## src/rtl/lpa_ram.sv

```systemverilog
// ----------------------------------------------------------------------------
// lpa_ram
// Generic single-clock RAM with one write port and one registered read port.
// ----------------------------------------------------------------------------
module lpa_ram #(
    parameter int WIDTH = 8,
    parameter int DEPTH = 64
) (
    input  logic                     clk,
    input  logic                     wr_en,
    input  logic [$clog2(DEPTH)-1:0] wr_addr,
    input  logic [WIDTH-1:0]         wr_data,
    input  logic                     rd_en,
    input  logic [$clog2(DEPTH)-1:0] rd_addr,
    output logic [WIDTH-1:0]         rd_data
);

    logic [WIDTH-1:0] mem [DEPTH];

    always_ff @(posedge clk)
    begin
        if (wr_en)
        begin
            mem[wr_addr] <= wr_data;
        end
        if (rd_en)
        begin
            rd_data <= mem[rd_addr];
        end
    end

endmodule

```

## config.mk

```make
export PLATFORM = sky130hd
export DESIGN_NAME = lpa_ram
export DESIGN_NICKNAME = d
export VERILOG_FILES = /design/src/rtl/lpa_ram.sv
export SDC_FILE = /design/constraint.sdc
export NUM_CORES = 1
export LEC_CHECK = 0
export BUFFER_PORTS_ARGS = -buffer_cell sky130_fd_sc_hd__buf_4
export CELL_PAD_IN_SITES_DETAIL_PLACEMENT = 0
export CELL_PAD_IN_SITES_GLOBAL_PLACEMENT = 1
export CORE_MARGIN = 3
export CORE_UTILIZATION = 25
export DETAILED_ROUTE_END_ITERATION = 12
export PLACE_DENSITY = 0.41
export SYNTH_ARGS = -nofsm -noshare
export SYNTH_HDL_FRONTEND = slang
export SYNTH_SLANG_ARGS = --single-unit
export TNS_END_PERCENT = 100
```

## constraint.sdc

```tcl
create_clock -name clk -period 3.62 [get_ports clk]
set_clock_uncertainty 0.15 [all_clocks]
set_input_delay 0 -clock clk [delete_from_list [all_inputs] [get_ports clk]]
set_output_delay 0 -clock clk [all_outputs]
set_load 0.1 [all_outputs]
```

==> impl_metrics.yaml <==
placed_design:
  io_buffers: 30
  placed_cells: 2036
  gp_congestion: 0.7113
  dp_hpwl_um: 33210
sta:
  worst_pin_slew_ns: 1.025
  setup_violations: 0
  max_freq_mhz: 386.0
  drv_slew: 0
  relSlewSlack: 0.3144
  period_share: 0.7157
  layout_min_cycle_time_ns: 2.591
  hold_viol: 0
  fin_setup_tns_ns: 0
  rsz0062_at_grt: "false"
cts:
  cts_tree: "done"
  clockBufferDepth: 3
  clkTransAtPathRegs_ns: 0.06
  numCtsBuffers: 55
  clk_latency_ns: 0.61
  cts_sinks: 520
  cts-root-buf: "clkbuf_16"
  htreeDepth: 2
  postCtsResizedCells: 0
worst_setup_path:
  crit_fanout: 32
  crit_top_cell: "buf_4"
  crit_buf_inv: 3
  cpPeakStageDelay_ns: 0.53
  crit_type: "in2reg"
  start_kind: "primary input"
  required_ns: 3.80
  slowest_stage: "dlygate4sd3_1"
  crit_path_end_kind: "flop"
  crit_arrival_ns: 2.77
  crit_family: "buffers and inverters"
  cp_cell_sequence: "dlygate4sd3_1 -> buf_4 -> buf_4 -> nand3_1 -> o221ai_1 -> a21oi_1 -> o21ai_1 -> o41ai_1"
die:
  num_rows: 103
  core_um2: 79640
  die_y_um: 290.6
  chipWidth_um: 290.6
  initial_core_util: 0.2542
  io_pins: 31
  die_area_um2: 84440
global_routing:
  grtUsageMet2: 0.2077
  use_met3: 0.02140
  grt_first_pass_wirelength_um: 78690
  gr-usage-met1: 0.1813
  grt_use_total: 0.1295
  grt_pass1_vias: 10330
  overflow: 0
  grt_antenna_before_repair: 2
  grt_max_degree: 65
  grt_busiest_layer: "met2"
pwr:
  p_leak_nw: 7.398
  vdd_drop_max_uv: 323.3
  power_density_nw_per_um2: 535.9
synth:
  ys_types: 39
  netlist_area_um2: 20250
  synthCells: 940
  syn-num-nets: 963
  synth_area_per_cell_um2: 21.54
  synth_sequential_area_ratio: 0.7712
  yosysWarnings: 0
  synth-seq-cells: 520
routing:
  viasPerCell: 4.497
  postRouteAntennaNets: 0
  drc_errors: 0
  routedWlPerCell_um: 25.31
  wl_um: 54700
  routed-via-count: 9719
  first_pass_iters: 4
  dr.first_iter.drc_count: 708
finish:
  syn_to_final_growth_pct: 18.25
  instances_no_fill: 2161
  final-seq-area_um2: 15620
  drive_gt1_frac: 0.2820
  nets: 1087
  multi_input_area_um2: 4320
  num-fill-cells: 7730
status:
  status: "finished clean"
job:
  max-cap-violations: 0
hold_path:
  hold_class: "in2reg"
-- through the flow --
stage               utilization  power [W]  hold slack [ns]  cell area (µm²)  setup slack (ns)
floorplan                     -   0.007230         -0.05113            20250             1.640
global placement         0.2767   0.007564           0.2345            22030            0.6615
detailed placement       0.2767   0.007569           0.2272            22030            0.7263
CTS                      0.3006    0.01305           0.1261            23940             1.071
global route             0.3006    0.01332           0.1437            23940            0.8907
finish                   0.3006    0.01283           0.1662            23940             1.029
-- Yosys cell counts --
cell type	number	area [µm²]
nand4_1	2	12.51
a21oi_1	3	15.01
o22ai_1	8	50.05
mux2_2	13	146.4
clkbuf_1	17	63.81
nand2_1	19	71.32
buf_4	13	97.59
nand4b_1	1	8.760
nand2b_1	7	43.79
o221a_2	2	22.52
o41ai_1	2	17.52
nand3b_1	3	22.52
o21ai_1	2	10.01
o311ai_1	1	8.760
buf_12	2	40.04
mux4_2	126	2838
and2_1	1	6.260
a211oi_1	4	30.03
o21ai_0	2	10.01
o221ai_1	8	70.07
a22oi_1	3	22.52
a31oi_1	1	6.260
nor4_1	2	12.51
edfxtp_1	520	15610
nor3_1	7	35.03
nand3_1	13	65.06
buf_2	11	55.05
mux2i_1	23	230.2
or3_1	1	6.260
nor2b_1	14	87.58
buf_1	4	15.01
o21a_1	2	15.01
o2bb2ai_1	3	26.28
buf_6	4	45.04
o32ai_1	2	17.52
a221oi_1	6	52.55
a2111oi_0	2	17.52
nor2_1	83	311.6
o2111ai_1	3	26.28
-- worst reg2reg max path, stage by stage, from the launching register on --
cell      delay, ns
edfxtp_1       0.37
mux4_2         0.47
mux2_2         0.30
o221a_2        0.31
nor3_1         0.40
o32ai_1        0.16
-- final cells by class --
| class | instances | share of cell area |
|---|---|---|
| clock buffers | 75 | 0.06062 |
| clock inverters | 28 | 0.01014 |
| flip-flops and latches | 520 | 0.6522 |
| well taps | 1050 | 0.05487 |
| repair buffers | 118 | 0.04160 |
| diodes | 1 | 0.0001045 |
| multi-input cells | 369 | 0.1805 |
-- logic make-up (layout without fill, tap and decap cells) --
logic type      count (synthesis)  after routing  synth area share
flops                         520            520            0.7712
mux                           162            162            0.1588
simple gates                  153            153           0.03374
compound gates                 54             54           0.02064
buf+inv                        51            221           0.01563
other cells                     0              1                 0
-- final timing paths --
path | start | to | slack, ns | cells after the start
max | rd_addr[3] | rd_data[3] | 1.03 | 8
min | rd_en | rd_data[6] | 0.17 | 2
max reg2reg | mem[17][6] | rd_data[6] | 1.22 | 5
min reg2reg | mem[31][4] | rd_data[4] | 0.76 | 3
-- per-layer routing --
layer	vias to the layer above	part of all wire
li1	4201	-
met1	5239	0.46
met2	189	0.47
met3	88	0.042
met4	2	0.026
met5	-	0.00024
-- registers in the layout, summed over array words and instances, names as in the netlist --
| name | flops |
|---|---|
| mem | 512 |
| rd_data | 8 |
-- cells in the final DEF (no fill, tap or decap), types with 3 or more instances in the layout --
| master | instances |
|---|---|
| o221ai_1 | 8 |
| o2111ai_1 | 3 |
| buf_4 | 92 |
| nor2b_1 | 14 |
| o2bb2ai_1 | 3 |
| a22oi_1 | 3 |
| clkbuf_1 | 20 |
| a221oi_1 | 6 |
| clkinv_1 | 9 |
| dlygate4sd3_1 | 21 |
| a21oi_1 | 3 |
| nor3_1 | 6 |
| inv_6 | 3 |
| nand3b_1 | 3 |
| o22ai_1 | 8 |
| nand2_1 | 19 |
| nand2b_1 | 7 |
| mux4_2 | 126 |
| nand3_1 | 13 |
| clkinv_2 | 11 |
| edfxtp_1 | 520 |
| nor2_1 | 83 |
| bufinv_16 | 4 |
| a211oi_1 | 4 |
| mux2i_1 | 23 |
| mux2_2 | 13 |
| clkbuf_16 | 55 |
| buf_12 | 4 |
-- where the power goes --
group / switching (W) / internal [W] / total [W] / leakage, nW
logic: 0.000478 / 0.000258 / 0.000737 / 1.88
clock network: 0.00231 / 0.00309 / 0.00539 / 0.829
registers: 0.0000188 / 0.00668 / 0.00670 / 4.69
total: 0.00280 / 0.0100 / 0.0128 / 7.40
-- what timing repair did --
item / CTS / global route
endpoints found under the hold margin: 613 / 0
hold buffers: 21 / 0
setup buffers: 0 / 0
Note: power is estimated with default switching activity, not from simulation.
